<file path="src/rtl/assert_macros.svh">
// Assertion macros shared by the RTL; compiled out when NO_ASSERTIONS is defined.
`ifndef ASSERT_MACROS_SVH
`define ASSERT_MACROS_SVH

`ifndef NO_ASSERTIONS

// Property must hold at every clock edge outside reset.
`define ASSERT_PROP(label, clk, rst, prop, msg) \
   label: assert property (@(posedge clk) disable iff (rst) (prop)) else $error(msg);

// Condition must never be seen at a clock edge outside reset.
`define ASSERT_NEVER(label, clk, rst, cond, msg) \
   label: assert property (@(posedge clk) disable iff (rst) !(cond)) else $error(msg);

`else

`define ASSERT_PROP(label, clk, rst, prop, msg)
`define ASSERT_NEVER(label, clk, rst, cond, msg)

`endif

`endif

</file>
<file path="src/rtl/hidkb_pkg.sv">
// Package: ring sizing, key code constants and the US key map.
`timescale 1ns / 1ps
`default_nettype none

package hidkb_pkg;

   // Ring sizing; the ring keeps one slot free to tell full from empty
   localparam int QUEUE_DEPTH = 64;
   localparam int PTR_W       = $clog2(QUEUE_DEPTH);
   localparam int CHAR_W      = 7;
   localparam int CNT_W       = 3;
   localparam int FILL_W      = 6;

   // Six key code slots in a boot report
   localparam int KEY_COUNT   = 6;
   localparam int KEY_IDX_W   = $clog2(KEY_COUNT);

   // Modifier bits for left and right shift
   localparam logic [7:0] SHIFT_MASK    = 8'h22;

   // Usage codes the translation skips outright
   localparam logic [7:0] CODE_NONE      = 8'h00;
   localparam logic [7:0] CODE_BACKSPACE = 8'h2A;
   localparam logic [7:0] CODE_SPACE     = 8'h2C;

   localparam logic [CHAR_W-1:0] ESC_CHAR = 7'h1B;

   // US layout lookup; zero means the code yields no character
   function automatic logic [CHAR_W-1:0] key_to_ascii(input logic [7:0] code,
                                                     input logic shift);
      logic [CHAR_W-1:0] plain;
      logic [CHAR_W-1:0] shifted;
      plain   = '0;
      shifted = '0;
      case (code) inside
         [8'h04:8'h1D]: begin
            // letters
            plain   = 7'(code - 8'h04) + 7'h61;
            shifted = 7'(code - 8'h04) + 7'h41;
         end
         [8'h1E:8'h26]: begin
            // digits 1..9, shifted symbols below
            plain = 7'(code - 8'h1E) + 7'h31;
            case (code)
               8'h1E:   shifted = 7'h21; // !
               8'h1F:   shifted = 7'h40; // @
               8'h20:   shifted = 7'h23; // #
               8'h21:   shifted = 7'h24; // $
               8'h22:   shifted = 7'h25; // %
               8'h23:   shifted = 7'h5E; // ^
               8'h24:   shifted = 7'h26; // &
               8'h25:   shifted = 7'h2A; // *
               default: shifted = 7'h28; // (
            endcase
         end
         8'h27: begin plain = 7'h30; shifted = 7'h29; end // 0 )
         8'h28: begin plain = 7'h0A; shifted = 7'h0A; end // enter
         8'h29: begin plain = ESC_CHAR; shifted = ESC_CHAR; end
         8'h2B: begin plain = 7'h09; shifted = 7'h09; end // tab
         8'h2D: begin plain = 7'h2D; shifted = 7'h5F; end // - _
         8'h2E: begin plain = 7'h3D; shifted = 7'h2B; end // = +
         8'h2F: begin plain = 7'h5B; shifted = 7'h7B; end // [ {
         8'h30: begin plain = 7'h5D; shifted = 7'h7D; end // ] }
         8'h31: begin plain = 7'h5C; shifted = 7'h7C; end // \ |
         8'h33: begin plain = 7'h3B; shifted = 7'h3A; end // ; :
         8'h34: begin plain = 7'h27; shifted = 7'h22; end // ' "
         8'h35: begin plain = 7'h60; shifted = 7'h7E; end // ` ~
         8'h36: begin plain = 7'h2C; shifted = 7'h3C; end // , <
         8'h37: begin plain = 7'h2E; shifted = 7'h3E; end // . >
         8'h38: begin plain = 7'h2F; shifted = 7'h3F; end // / ?
         default: begin plain = '0; shifted = '0; end
      endcase
      // backspace and space are dropped on purpose, as is key code zero
      if (code == CODE_NONE || code == CODE_BACKSPACE || code == CODE_SPACE) begin
         plain   = '0;
         shifted = '0;
      end
      return shift ? shifted : plain;
   endfunction

endpackage

`default_nettype wire

</file>
<file path="src/rtl/hid_keyboard_report_to_ascii_fifo.sv">
// Top level: boot keyboard report translator feeding a character ring, with pops.
//
// Usage
//   Input: a command beat is taken when start is high and busy is low.
//   req_kind = 0 carries a boot report (modifiers and six key codes); each
//   key code is translated through the US map and pushed into a ring of
//   QUEUE_DEPTH - 1 characters, excess characters being dropped.
//   req_kind = 1 pops the oldest character, if any.
//   Output: every command gives one result beat, rsp_valid high for one
//   cycle; the receiver cannot hold it off.
//   Timing: a report walks its six key codes one per cycle, at most one ring
//   write each, with busy high while it walks, and the registered result
//   follows the last one. A read of a non-empty ring holds busy high in the
//   READ state for the ring RAM read; an empty read answers in the
//   cycle after the command with busy never raised.
//   Reset: synchronous; empties the ring (pointers to zero) and drops any
//   command in flight. Ring contents are not cleared.
`timescale 1ns / 1ps
`default_nettype none
`include "assert_macros.svh"

module hid_keyboard_report_to_ascii_fifo (
   input  wire logic                               clock,
   input  wire logic                               reset,
   input  wire logic                               start,
   output      logic                               busy,
   input  wire logic                               req_kind,
   input  wire logic [7:0]                         req_modifiers,
   input  wire logic [7:0]                         req_key_code_0,
   input  wire logic [7:0]                         req_key_code_1,
   input  wire logic [7:0]                         req_key_code_2,
   input  wire logic [7:0]                         req_key_code_3,
   input  wire logic [7:0]                         req_key_code_4,
   input  wire logic [7:0]                         req_key_code_5,
   output      logic                               rsp_valid,
   output      logic                               rsp_char_valid,
   output      logic [hidkb_pkg::CHAR_W-1:0]       rsp_char_code,
   output      logic [hidkb_pkg::CNT_W-1:0]        rsp_queued_count,
   output      logic [hidkb_pkg::CNT_W-1:0]        rsp_dropped_count,
   output      logic [hidkb_pkg::FILL_W-1:0]       rsp_fill_level
);

   localparam int PTR_W  = hidkb_pkg::PTR_W;
   localparam int CHAR_W = hidkb_pkg::CHAR_W;
   localparam int CNT_W  = hidkb_pkg::CNT_W;
   localparam int KEYS   = hidkb_pkg::KEY_COUNT;
   localparam int IDX_W  = hidkb_pkg::KEY_IDX_W;

   localparam logic [1:0] ST_IDLE = 2'd0;
   localparam logic [1:0] ST_KEYS = 2'd1;
   localparam logic [1:0] ST_READ = 2'd2;

   localparam logic [PTR_W-1:0]   PTR_LAST = PTR_W'(hidkb_pkg::QUEUE_DEPTH - 1);
   localparam logic [PTR_W:0]     DEPTH_X  = (PTR_W+1)'(hidkb_pkg::QUEUE_DEPTH);
   localparam logic [IDX_W-1:0]   IDX_LAST = IDX_W'(KEYS - 1);

   // control state
   logic [1:0]       state_ff, state_in;
   logic [IDX_W-1:0] idx_ff, idx_in;
   logic [PTR_W-1:0] rp_ff, rp_in;
   logic [PTR_W-1:0] wp_ff, wp_in;
   logic             rsp_valid_ff, rsp_valid_in;

   // payload
   logic [7:0]        keys_ff [0:KEYS-1];
   logic [7:0]        keys_in [0:KEYS-1];
   logic              shift_ff, shift_in;
   logic [CNT_W-1:0]  queued_ff, queued_in;
   logic [CNT_W-1:0]  dropped_ff, dropped_in;
   logic              char_valid_ff, char_valid_in;
   logic [CHAR_W-1:0] char_code_ff, char_code_in;
   logic [CNT_W-1:0]  rsp_queued_ff, rsp_queued_in;
   logic [CNT_W-1:0]  rsp_dropped_ff, rsp_dropped_in;
   logic [hidkb_pkg::FILL_W-1:0] fill_ff, fill_in;

   // ring RAM ports
   logic              wr_en;
   logic              rd_en;
   logic [CHAR_W-1:0] rd_data;
   logic [CHAR_W-1:0] key_char;
   logic [PTR_W-1:0]  wp_inc;
   logic [PTR_W-1:0]  rp_inc;
   logic              ring_full;
   logic              accept;

   assign accept = start && !busy;
   assign busy   = (state_ff != ST_IDLE);

   // pointer arithmetic, wrapping at the ring depth
   assign wp_inc    = (wp_ff == PTR_LAST) ? '0 : wp_ff + 1'b1;
   assign rp_inc    = (rp_ff == PTR_LAST) ? '0 : rp_ff + 1'b1;
   assign ring_full = (wp_inc == rp_ff);

   // key at the head of the shift line
   assign key_char = hidkb_pkg::key_to_ascii(keys_ff[0], shift_ff);
   assign wr_en    = (state_ff == ST_KEYS) && (key_char != '0) && !ring_full;
   assign rd_en    = accept && req_kind && (rp_ff != wp_ff);

   hidkb_ram #(
      .DEPTH (hidkb_pkg::QUEUE_DEPTH),
      .WIDTH (CHAR_W),
      .ADDR_W(PTR_W)
   ) u_ring (
      .clock  (clock),
      .wr_en  (wr_en),
      .wr_addr(wp_ff),
      .wr_data(key_char),
      .rd_en  (rd_en),
      .rd_addr(rp_ff),
      .rd_data(rd_data)
   );

   // ring occupancy from the pointers after this beat
   function automatic logic [hidkb_pkg::FILL_W-1:0] fill_of(input logic [PTR_W-1:0] wp,
                                                          input logic [PTR_W-1:0] rp);
      logic [PTR_W:0] diff;
      diff = (wp >= rp) ? {1'b0, wp} - {1'b0, rp} : {1'b0, wp} + DEPTH_X - {1'b0, rp};
      return hidkb_pkg::FILL_W'(diff);
   endfunction

   // sequencer
   always_comb begin
      state_in       = state_ff;
      idx_in         = idx_ff;
      rp_in          = rp_ff;
      wp_in          = wp_ff;
      shift_in       = shift_ff;
      queued_in      = queued_ff;
      dropped_in     = dropped_ff;
      rsp_valid_in   = 1'b0;
      char_valid_in  = char_valid_ff;
      char_code_in   = char_code_ff;
      rsp_queued_in  = rsp_queued_ff;
      rsp_dropped_in = rsp_dropped_ff;
      fill_in        = fill_ff;
      for (int i = 0; i < KEYS; i++) begin
         keys_in[i] = keys_ff[i];
      end

      case (state_ff)
         ST_IDLE: begin
            if (accept && !req_kind) begin
               keys_in[0] = req_key_code_0;
               keys_in[1] = req_key_code_1;
               keys_in[2] = req_key_code_2;
               keys_in[3] = req_key_code_3;
               keys_in[4] = req_key_code_4;
               keys_in[5] = req_key_code_5;
               shift_in   = (req_modifiers & hidkb_pkg::SHIFT_MASK) != '0;
               queued_in  = '0;
               dropped_in = '0;
               idx_in     = '0;
               state_in   = ST_KEYS;
            end else if (rd_en) begin
               state_in = ST_READ;
            end else if (accept) begin
               // read of an empty ring answers at once
               rsp_valid_in   = 1'b1;
               char_valid_in  = 1'b0;
               char_code_in   = '0;
               rsp_queued_in  = '0;
               rsp_dropped_in = '0;
               fill_in        = fill_of(wp_ff, rp_ff);
            end
         end
         ST_KEYS: begin
            // one key code per cycle, one ring write at most
            if (key_char != '0) begin
               if (ring_full) begin
                  dropped_in = dropped_ff + 1'b1;
               end else begin
                  queued_in = queued_ff + 1'b1;
                  wp_in     = wp_inc;
               end
            end
            for (int i = 0; i < KEYS - 1; i++) begin
               keys_in[i] = keys_ff[i+1];
            end
            keys_in[KEYS-1] = hidkb_pkg::CODE_NONE;
            idx_in          = idx_ff + 1'b1;
            if (idx_ff == IDX_LAST) begin
               rsp_valid_in   = 1'b1;
               char_valid_in  = 1'b0;
               char_code_in   = '0;
               rsp_queued_in  = queued_in;
               rsp_dropped_in = dropped_in;
               fill_in        = fill_of(wp_in, rp_ff);
               state_in       = ST_IDLE;
            end
         end
         ST_READ: begin
            // RAM data for the popped entry is ready now
            rp_in          = rp_inc;
            rsp_valid_in   = 1'b1;
            char_valid_in  = 1'b1;
            char_code_in   = rd_data;
            rsp_queued_in  = '0;
            rsp_dropped_in = '0;
            fill_in        = fill_of(wp_ff, rp_inc);
            state_in       = ST_IDLE;
         end
         default: begin
            state_in = ST_IDLE;
         end
      endcase
   end

   // control registers
   always_ff @(posedge clock) begin
      if (reset) begin
         state_ff     <= ST_IDLE;
         idx_ff       <= '0;
         rp_ff        <= '0;
         wp_ff        <= '0;
         rsp_valid_ff <= 1'b0;
      end else begin
         state_ff     <= state_in;
         idx_ff       <= idx_in;
         rp_ff        <= rp_in;
         wp_ff        <= wp_in;
         rsp_valid_ff <= rsp_valid_in;
      end
   end

   // payload registers
   always_ff @(posedge clock) begin
      for (int i = 0; i < KEYS; i++) begin
         keys_ff[i] <= keys_in[i];
      end
      shift_ff       <= shift_in;
      queued_ff      <= queued_in;
      dropped_ff     <= dropped_in;
      char_valid_ff  <= char_valid_in;
      char_code_ff   <= char_code_in;
      rsp_queued_ff  <= rsp_queued_in;
      rsp_dropped_ff <= rsp_dropped_in;
      fill_ff        <= fill_in;
   end

   assign rsp_valid         = rsp_valid_ff;
   assign rsp_char_valid    = char_valid_ff;
   assign rsp_char_code     = char_code_ff;
   assign rsp_queued_count  = rsp_queued_ff;
   assign rsp_dropped_count = rsp_dropped_ff;
   assign rsp_fill_level    = fill_ff;

   // checks
   `ASSERT_PROP(a_accept_leads_on, clock, reset, accept |=> (busy || rsp_valid), "accepted command neither busy nor answered")
   `ASSERT_NEVER(a_write_when_full, clock, reset, wr_en && ring_full, "ring written while full")
   `ASSERT_NEVER(a_pop_with_counts, clock, reset, rsp_valid && rsp_char_valid && (rsp_queued_count != '0 || rsp_dropped_count != '0), "pop result carries report counts")
   `ASSERT_PROP(a_report_count_bound, clock, reset, rsp_valid |-> ((4'(rsp_queued_count) + 4'(rsp_dropped_count)) <= 4'(KEYS)), "more characters counted than key slots")

endmodule

`default_nettype wire

</file>
<file path="src/rtl/hidkb_ram.sv">
// Simple dual-port RAM: one write port, one registered read port.
`timescale 1ns / 1ps
`default_nettype none

module hidkb_ram #(
   parameter int DEPTH  = 64,
   parameter int WIDTH  = 7,
   parameter int ADDR_W = $clog2(DEPTH)
) (
   input  wire logic              clock,
   input  wire logic              wr_en,
   input  wire logic [ADDR_W-1:0] wr_addr,
   input  wire logic [WIDTH-1:0]  wr_data,
   input  wire logic              rd_en,
   input  wire logic [ADDR_W-1:0] rd_addr,
   output      logic [WIDTH-1:0]  rd_data
);

   logic [WIDTH-1:0] mem [0:DEPTH-1];

   // write port
   always_ff @(posedge clock) begin
      if (wr_en) begin
         mem[wr_addr] <= wr_data;
      end
   end

   // read port, registered
   always_ff @(posedge clock) begin
      if (rd_en) begin
         rd_data <= mem[rd_addr];
      end
   end

endmodule

`default_nettype wire
</file>
<file path="config.mk">
export PLATFORM = sky130hd
export DESIGN_NAME = hid_keyboard_report_to_ascii_fifo
export DESIGN_NICKNAME = d
export VERILOG_FILES = /design/src/rtl/hidkb_pkg.sv /design/src/rtl/hid_keyboard_report_to_ascii_fifo.sv /design/src/rtl/hidkb_ram.sv
export VERILOG_INCLUDE_DIRS = /design/src /design/src/rtl
export SDC_FILE = /design/constraint.sdc
export NUM_CORES = 1
export LEC_CHECK = 0
export BUFFER_PORTS_ARGS = -buffer_cell sky130_fd_sc_hd__buf_4
export CAP_MARGIN = 20
export CORE_ASPECT_RATIO = 1.2
export CORE_UTILIZATION = 50
export CTS_CLUSTER_DIAMETER = 200
export DETAILED_ROUTE_END_ITERATION = 8
export PLACE_DENSITY = 0.77
export SYNTH_ARGS = -nofsm -noshare
export SYNTH_HDL_FRONTEND = slang
export SYNTH_SLANG_ARGS = --single-unit
</file>
<file path="constraint.sdc">
create_clock -name clock -period 7.6 [get_ports clock]
set_input_delay 1.14 -clock clock [delete_from_list [all_inputs] [get_ports clock]]
set_output_delay 1.14 -clock clock [all_outputs]
set_load 0.005 [all_outputs]
</file>
## Word-level counts from Yosys, hierarchy flattened

Memory sizes are Yosys's and may differ from the RTL's. A register that Yosys moved wholly into a read port is not among the register bits.
Index checks and enable logic that the tools add are counted.

| cells by class | value |
|---|---|
| eq/ne operators | 38 |
| multipliers | 0 |
| add/subtract/negate cells | 18 |
| divide/modulo/power cells | 0 |
| reduce and logical (&&, ||, !) cells | 24 |
| magnitude comparators | 7 |
| mux-type cells | 89 |
| bitwise operators | 0 |
| shift-type cells | 0 |

Operator list:

| operator | number |
|---|---|
| two-way mux 7 bit | 36 |
| equality test 8 x 6 -> 1 bit (second input constant) | 23 |
| two-way mux 6 bit | 17 |
| one-hot mux 48 bit (2 select lines) | 1 |
| one-hot mux 7 bit (8 select lines) | 1 |
| two-way mux 48 bit | 1 |
| subtractor 6 bit | 6 |
| two-way mux 3 bit | 10 |
| adder 6 x 1 -> 6 bit (second input constant) | 4 |
| one-hot mux 7 bit (3 select lines) | 1 |
| greater-or-equal comparator 6 bit | 3 |
| one-hot mux 3 bit (2 select lines) | 3 |
| one-hot mux 3 bit (3 select lines) | 2 |
| one-hot mux 6 bit (3 select lines) | 1 |
| equality test 8 x 5 -> 1 bit (second input constant) | 2 |
| adder 7 bit (second input constant) | 2 |
| equality test 6 bit (second input constant) | 2 |
| two-way mux 1 bit | 10 |
| adder 3 x 1 -> 3 bit (second input constant) | 3 |
| greater-or-equal comparator 8 x 3 -> 1 bit (second input constant) | 1 |
| greater-or-equal comparator 8 x 5 -> 1 bit (second input constant) | 1 |
| <= comparator 8 x 5 -> 1 bit (second input constant) | 1 |
| <= comparator 8 x 6 -> 1 bit (second input constant) | 1 |
| logical AND 1 bit | 8 |
| other kinds (24) | 36 |

| storage, ports and cells | value |
|---|---|
| input port bits | 60 |
| memories kept | 2 |
| bits in latches | 0 |
| bits in writable memories | 496 |
| ROM bits | 0 |
| flip-flop bits (word level) | 45 |
| output and inout port bits | 22 |

Memories:

| name | words | bits a word | rd ports | clocked after memory_dff | wr ports | line | source |
|---|---|---|---|---|---|---|---|
| u_ring.mem | 64 | 7 | 1 | 1 | 1 | hidkb_ram.sv:19 | `logic [WIDTH-1:0] mem [0:DEPTH-1];` |
| keys_ff | 6 | 8 | 6 | 0 | 6 | hid_keyboard_report_to_ascii_fifo.sv:65 | `logic [7:0] keys_ff [0:KEYS-1];` |

## Depth between registers and ports, before layout

Gate-level depths: netlist (run 1).
An unclocked memory read counts as a cell.

| depth | value |
|---|---|
| depth after elaboration | 29 |
| gate-level depth with buffers | 26 |
| mapped depth without buffers | 21 |

## By module

From an unflattened synthesis (run 1), not the netlist that was laid out.

| unflattened totals | value |
|---|---|
| cell total of the unflattened synthesis | 1454 |
| area, all modules | 24128.1 um^2 |

Modules (own cells, without submodules):

| module | instances | cells each | area an instance (um^2) | sequential area each (um^2) |
|---|---|---|---|---|
| hidkb_ram | 1 | 827 | 17705.7 | 13663.1 |
| hid_keyboard_report_to_ascii_fifo | 1 | 627 | 6422.4 | 2612.5 |

## Worst setup path before layout (run 1)

Ideal clock, no wire load.

| timing | value |
|---|---|
| path type | reg-to-reg |
| start | memory keys_ff[0][2] |
| end | register fill_ff, in the netlist rsp_fill_level[5], data pin |
| slack | 668 ps |
| arrival | 6664 ps |
| path buffers | 4 |
| clock period less this slack | 6932 ps |
| cell stages (with the launch flop) | 25 |
| setup time | 268 ps |
| path through | edfxtp_1 -> buf_2 -> inv_1 -> ha_1 -> clkbuf_1 -> mux2_2 -> a32oi_1 -> and2_4 -> o31ai_1 -> o21ai_0 -> or4_1 -> buf_2 -> o21a_1 -> buf_4 -> nor2_1 -> a21o_1 -> ha_1 -> nor2b_1 -> o21ai_0 -> nand2b_1 -> a21o_1 -> a21oi_1 -> xnor2_1 -> nand2b_1 -> o211ai_1 |

RTL lines:

| item | line | source |
|---|---|---|
| start: declaration | hid_keyboard_report_to_ascii_fifo.sv:65 |  |
| end signal: assignment | hid_keyboard_report_to_ascii_fifo.sv:237 | `fill_ff <= fill_in;` |
| end: declaration | hid_keyboard_report_to_ascii_fifo.sv:74 | `logic [hidkb_pkg::FILL_W-1:0] fill_ff, fill_in;` |

==> results_dict.tcl, run 1 <==
set metrics [dict create \
    cts_buffers 50 \
    cts-root-to-sink-buffers 3 \
    powerDensity_nw_per_um2 235 \
    yosysMostFrequentCell "edfxtp_1" \
    worst_slack_ns 1.53 \
    maxCapViolCount 0 \
    worst_ep_required_time_ns 7.91 \
    synth-main-ff-cell "edfxtp_1" \
    drv_slew 0 \
    place_congestion 0.899 \
    place_ws_ns 1.63 \
    synth.distinct_cells 87 \
    postLayoutCoreUtil_pct 57.2 \
    dieArea_um2 49300 \
    die_y_um 243 \
    synth-seq-cells 548 \
    htreeDepth 2 \
    synth_nets 1492 \
    fin_cells 2129 \
    startpoint_type "flop" \
    yosysTopAreaCell "edfxtp_1" \
    syn_to_final_growth_pct 12.1 \
    synth.top_cell.area_share_pct 65.8 \
    fmax_mhz 165 \
    skew_ns 0.0146 \
    finalCritPeriodShare_pct 79.9 \
    yosysSeqAreaShare_pct 67.3 \
    fin_crit_ns 6.07 \
    grt_pass1_vias 13500 \
    via_count 13300 \
    synth.area.top_cells "edfxtp_1 (66%), mux4_2 (14%), mux2_2 (1.9%), ha_1 (1.8%), dfxtp_1 (1.5%)" \
    critPathCaptureType "flop" \
    worstHoldPathType "flop to flop" \
    clock_latency_ns 0.58 \
    synthTopCellsByCount "edfxtp_1 (530), mux4_2 (147), nor2_1 (68), clkbuf_1 (58)" \
    grt_pass1_wl_mm 82.5 \
    wl_mm 53.8 \
    critical_path_class "flop to flop" \
    syn_avg_cell_area_um2 17.3 \
    layout.nets 1571 \
    arrival_ns 6.38 \
    dp_hpwl_mm 33.6 \
    ys_async_sr_fraction_pct 0 \
    dpl.cell_count 2039 \
    cts_resized 0 \
    port-buffer-count 75 \
    drc 0 \
    holdWs_ns 0.524 \
    num_io_pins 82 \
    leakagePower_nw 8.59 \
    drt_iter0_drc 1364 \
    dpl-instance-area_um2 25500 \
    rsz0062_at_grt "no" \
    via_per_inst 6.26 \
    diodes 0 \
    total_power_mw 6.37 \
    wl_per_cell_um 25.3 \
    core_um2 47400 \
    setup_viol 0 \
    fp.dieW_um 203 \
    final_hold_viol_count 0 \
    outcome "complete, no violations" \
    postCtsHoldBufs 0 \
    root_buffer "clkbuf_16" \
    max-vdd-ir-drop_mv 0.168 \
    crit_path_max_fanout 18 \
    final_area_um2 27100 \
    ant_nets 0 \
    postCtsSetupBuffers 0 \
    start_util_pct 51.1 \
    rows 87 \
    syn_area_um2 24200 \
    cts_tree "yes" \
    syn_inst 1394 \
    grt_max_degree 70 \
    grtUsageTotal_pct 22.3 \
    clock_sinks 548 \
    worst_setup_hold_path_clk_slew_ns 0.06 \
    firstDrtPassIters 8 \
    synth_edf_count 530 \
    antenna_found_initial 0 \
    slew_headroom_pct 28.5 \
    final.setup.tns_ns 0 \
    worst_pin_slew_ns 1.06 \
    drive_gt1_share_pct 27.0 \
    grt-ovfl-total 0 \
    ys.warnings.count 0 \
]
## routing by layer
layer | wire (µm) | vias to the layer above | global-route usage [%]
met1 | 20300 | 6799 | 28.3
li1 | - | 5800 | -
met2 | 27900 | 597 | 38.7
met3 | 3340 | 126 | 2.98
met4 | 2220 | 0 | 8.74
met5 | 0 | - | 0
## worst max-delay path, stage by stage, from the launching register on
cell and delay (ns):
edfxtp_1 0.52, inv_1 0.16, ha_1 0.63, nand3_1 0.15, a21oi_1 0.45, or3_4 0.32, o31ai_1 0.10, a41oi_1 0.47
o2111ai_1 0.17, or4_1 0.73, o21a_1 0.41, and2_1 0.24, xor2_1 0.14, ha_1 0.35, o21ai_0 0.10, nand2b_1 0.12
a21o_1 0.18, a21oi_1 0.18, xnor2_1 0.16, nand2b_1 0.13, o211ai_1 0.09
## layout by cell type, fill, tap and decap left out, types with 5 or more instances in the layout
master	count
xnor2_1	25
mux2i_1	8
a32oi_1	5
edfxtp_1	530
nor2_1	68
or3_1	6
o211ai_1	7
o21a_1	6
o31ai_1	6
o21ai_0	37
nand3_1	20
dfxtp_1	16
xor2_1	16
a21oi_1	37
nor4_1	29
a31oi_1	7
a21o_1	10
mux2_2	41
inv_1	30
clkbuf_1	16
and3_1	6
and2_1	11
nor2b_1	21
ha_1	34
o221ai_1	6
nand2b_1	5
mux4_2	147
a221oi_1	7
clkbuf_16	51
nand4_1	6
nand2_1	40
a211oi_1	5
nor3_1	12
nor4_2	5
buf_4	116
clkinv_1	10
## worst paths after layout
| check | slack [ns] | endpoint | cells after the start | from |
|---|---|---|---|---|
| setup / recovery | 1.53 | rsp_fill_level[5] | 20 | keys_ff[0][3] |
| hold / removal | 0.52 | idx_ff[1] | 2 | idx_ff[1] |
| setup reg to reg | 1.53 | rsp_fill_level[5] | 20 | keys_ff[0][3] |
| hold reg to reg | 0.52 | idx_ff[1] | 2 | idx_ff[1] |
## flip-flops by register name, summed over array words and instances, names as in the netlist
signal / cells
dropped_ff: 3
idx_ff: 3
keys_ff: 48
queued_ff: 3
rp_ff: 6
rsp_char_code: 7
rsp_char_valid: 1
rsp_dropped_count: 3
rsp_fill_level: 6
rsp_queued_count: 3
rsp_valid: 1
shift_ff: 1
state_ff: 2
u_ring.mem: 448
u_ring.rd_data: 7
wp_ff: 6
## cell type report
| cell class | count | area, µm² |
|---|---|---|
| well taps | 623 | 779 |
| multi-input cells | 716 | 7450 |
| clock inverters | 18 | 158 |
| flip-flops and latches | 548 | 16300 |
| fillers | 3400 | 20200 |
| inverters | 36 | 135 |
| repair buffers | 121 | 966 |
| clock buffers | 67 | 1340 |
## cell families (layout without fill, tap and decap cells)
| kind of cell | count (synthesis) | in the layout | synth area share, % |
|---|---|---|---|
| DFF | 548 | 548 | 67.3 |
| AOI/OAI and AO/OA | 178 | 178 | 5.09 |
| adders and majority gates | 39 | 39 | 2.10 |
| buffers and inverters | 130 | 242 | 2.22 |
| muxes | 196 | 196 | 15.9 |
| and+or+nand+nor | 262 | 262 | 5.87 |
| xor gates and xnor gates | 41 | 41 | 1.48 |
## report_power, final
part           total [mW]  internal, mW  switching, mW
Combinational       0.580         0.223          0.357
Clock                2.34          1.30           1.04
Sequential           3.46          3.42         0.0381
No activity file was read; power rests on OpenSTA's default activity.
==> run 2: changes to the inputs <==
--- a/config.mk
+++ b/config.mk
@@ -12,7 +12,7 @@
 export CORE_UTILIZATION = 50
 export CTS_CLUSTER_DIAMETER = 200
 export DETAILED_ROUTE_END_ITERATION = 8
-export PLACE_DENSITY = 0.77
+export PLACE_DENSITY = 0.8
 export SYNTH_ARGS = -nofsm -noshare
 export SYNTH_HDL_FRONTEND = slang
 export SYNTH_SLANG_ARGS = --single-unit
==> constraint.sdc (replaced) <==
create_clock -name clock -period 5.1 [get_ports clock]
set_input_delay 0.765 -clock clock [delete_from_list [all_inputs] [get_ports clock]]
set_output_delay 0.765 -clock clock [all_outputs]
set_load 0.005 [all_outputs]
==> run 2 against run 1 <==
  * Sequential power increased by 48%
  * Routed wire length increased by 2.7%
  * Via count is 3.6% higher
  * Largest cell class unchanged
  * Worst hold slack worse by 0.042 ns
==> results_dict.tcl, run 2 (synthesis results as in run 1) <==
set metrics [dict create \
    port-buffer-count 75 \
    min_delay_worst_endpoint "shift_ff" \
    final.setup.tns_ns 0 \
    critPathCaptureType "flop" \
    setup_viol 0 \
    dieArea_um2 49300 \
    ant_nets 0 \
    cp_slowest_stage_delay_ns 0.67 \
    grt-ovfl-total 0 \
    rows 87 \
    antenna_found_initial 0 \
    htreeDepth 2 \
    top_register "u_ring.mem" \
    layout.nets 1642 \
    grt_max_degree 121 \
    cts_buffers 50 \
    ff2ff_setup_slack_ns 0.20 \
    num_io_pins 82 \
    cts_tree "yes" \
    drc 0 \
    rsz0062_at_grt "yes" \
    wl_per_cell_um 25.0 \
    leakagePower_nw 8.97 \
    root_buffer "clkbuf_16" \
    min_path_cells 2 \
    diodes 0 \
    grtUsageTotal_pct 22.2 \
    drive_gt1_share_pct 31.5 \
    arrival_ns 5.10 \
    cpMostUsedCell "buf_4" \
    fin_crit_ns 4.90 \
    outcome "complete, no violations" \
    grt_pass1_vias 13800 \
    clock_sinks 548 \
    syn_to_final_growth_pct 14.9 \
    worst_setup_hold_path_clk_slew_ns 0.06 \
    postCtsHoldBufs 0 \
    via_per_inst 6.25 \
    critPathTopFamily "simple AND/OR/NAND/NOR gates" \
    worst_slack_ns 0.201 \
    worst_ep_required_time_ns 5.30 \
    start_util_pct 51.1 \
    final_area_um2 27800 \
    critical_path_class "flop to flop" \
    worstHoldPathType "primary input to flop" \
    dpl.cell_count 2106 \
    slew_headroom_pct 25.3 \
    worst_r2r_endpoint "u_ring.mem[4][4]" \
    grt_pass1_wl_mm 82.8 \
    worst_pin_slew_ns 1.12 \
    via_count 13800 \
    path_cells "buf_12 > or4b_1 > buf_4 > nor3_1 > o41ai_2 > and4_1 > a211o_1 > o2111ai_1 > or4_1 > buf_4 > o21ai_4 > buf_4 > or4_1 > nor2_1" \
    core_um2 47400 \
    mostFrequentLayoutCell "edfxtp_1" \
    finalCritPeriodShare_pct 96.1 \
    place_congestion 0.941 \
    place_ws_ns 0.0788 \
    min_from "req_modifiers[1]" \
    max-vdd-ir-drop_mv 0.218 \
    cp_slowest_cell "or4_1" \
    n_fill_cell 3376 \
    total_power_mw 9.61 \
    cts-root-to-sink-buffers 3 \
    firstDrtPassIters 6 \
    largest_register_ffs 448 \
    dp_hpwl_mm 34.7 \
    fmax_mhz 204 \
    rr_worst_depth 14 \
    final_hold_viol_count 0 \
    die_y_um 243 \
    dpl-instance-area_um2 26000 \
    top_regs "u_ring.mem: 448 flops, keys_ff: 48 flops" \
    powerDensity_nw_per_um2 346 \
    drt_iter0_drc 1270 \
    worst-path-buf-inv 4 \
    maxCapViolCount 0 \
    startpoint_type "flop" \
    wl_mm 55.2 \
    fin_cells 2206 \
    skew_ns 0.0214 \
    clock_latency_ns 0.58 \
    fp.dieW_um 203 \
    crit_path_max_fanout 24 \
    drv_slew 0 \
    most-common-layout-cells "edfxtp_1 (530), buf_4 (185), mux4_2 (147), nor2_1 (67), clkbuf_16 (50)" \
    rr_startpoint "keys_ff[0][4]" \
]
==> run 2: worst register-to-register path, stage by stage, from the launching register on <==
cell and delay (ns):
edfxtp_1 0.53, buf_12 0.23, or4b_1 0.60, buf_4 0.19
nor3_1 0.25, o41ai_2 0.12, and4_1 0.22, a211o_1 0.28
o2111ai_1 0.09, or4_1 0.18, buf_4 0.17, o21ai_4 0.12
buf_4 0.26, or4_1 0.67, nor2_1 0.61
==> run 2: through the flow <==
step                util (%)  hold slack [ns]
CTS                     58.2            0.454
detailed placement      55.0            0.516
floorplan                  -            0.481
global placement        55.0            0.504
global route            58.7            0.460
finish                  58.7            0.481
==> run 2: where the power goes <==
group / switching, mW / internal (mW)
logic: 0.580 / 0.389
clock network: 1.56 / 1.94
registers: 0.0389 / 5.10
==> run 2: how the worst max path moves through the flow <==
stage | cells after the start | slack, ns | to | start
6_report | 14 | 0.20 | u_ring.mem[4][4] | keys_ff[0][4]
3_5_place_dp | 21 | 0.08 | rsp_fill_level[5] | keys_ff[0][3]
4_1_cts | 20 | 0.05 | rsp_fill_level[5] | keys_ff[0][1]
3_3_place_gp | 20 | 0.04 | rsp_fill_level[5] | keys_ff[0][1]
2_1_floorplan | 24 | -0.06 | rsp_fill_level[5] | keys_ff[0][3]
5_1_grt | 21 | -0.05 | rsp_fill_level[5] | keys_ff[0][0]
==> run 2: layer usage <==
layer	up-vias	track usage (%)	wire length, µm
li1	5953	-	-
met1	6961	28.1	20100
met2	721	38.6	28600
met3	162	2.89	3920
met4	0	9.40	2570
met5	-	0	0
==> run 2: what timing repair did <==
action | 4_1_cts | 5_1_grt
endpoints found under the setup margin | 0 | 57
buffers inserted | 0 | 5
resized for setup | 0 | 28
==> run 2: layout make-up <==
cell class / count / area, µm² / share of cell area [%]
Clock inverter: 23 / 173 / 0.621
Inverter: 36 / 135 / 0.486
Multi-Input combinational cell: 717 / 7580 / 27.3
Timing Repair Buffer: 191 / 1510 / 5.43
Clock buffer: 68 / 1340 / 4.82
Sequential cell: 548 / 16300 / 58.6
Tap cell: 623 / 779 / 2.80
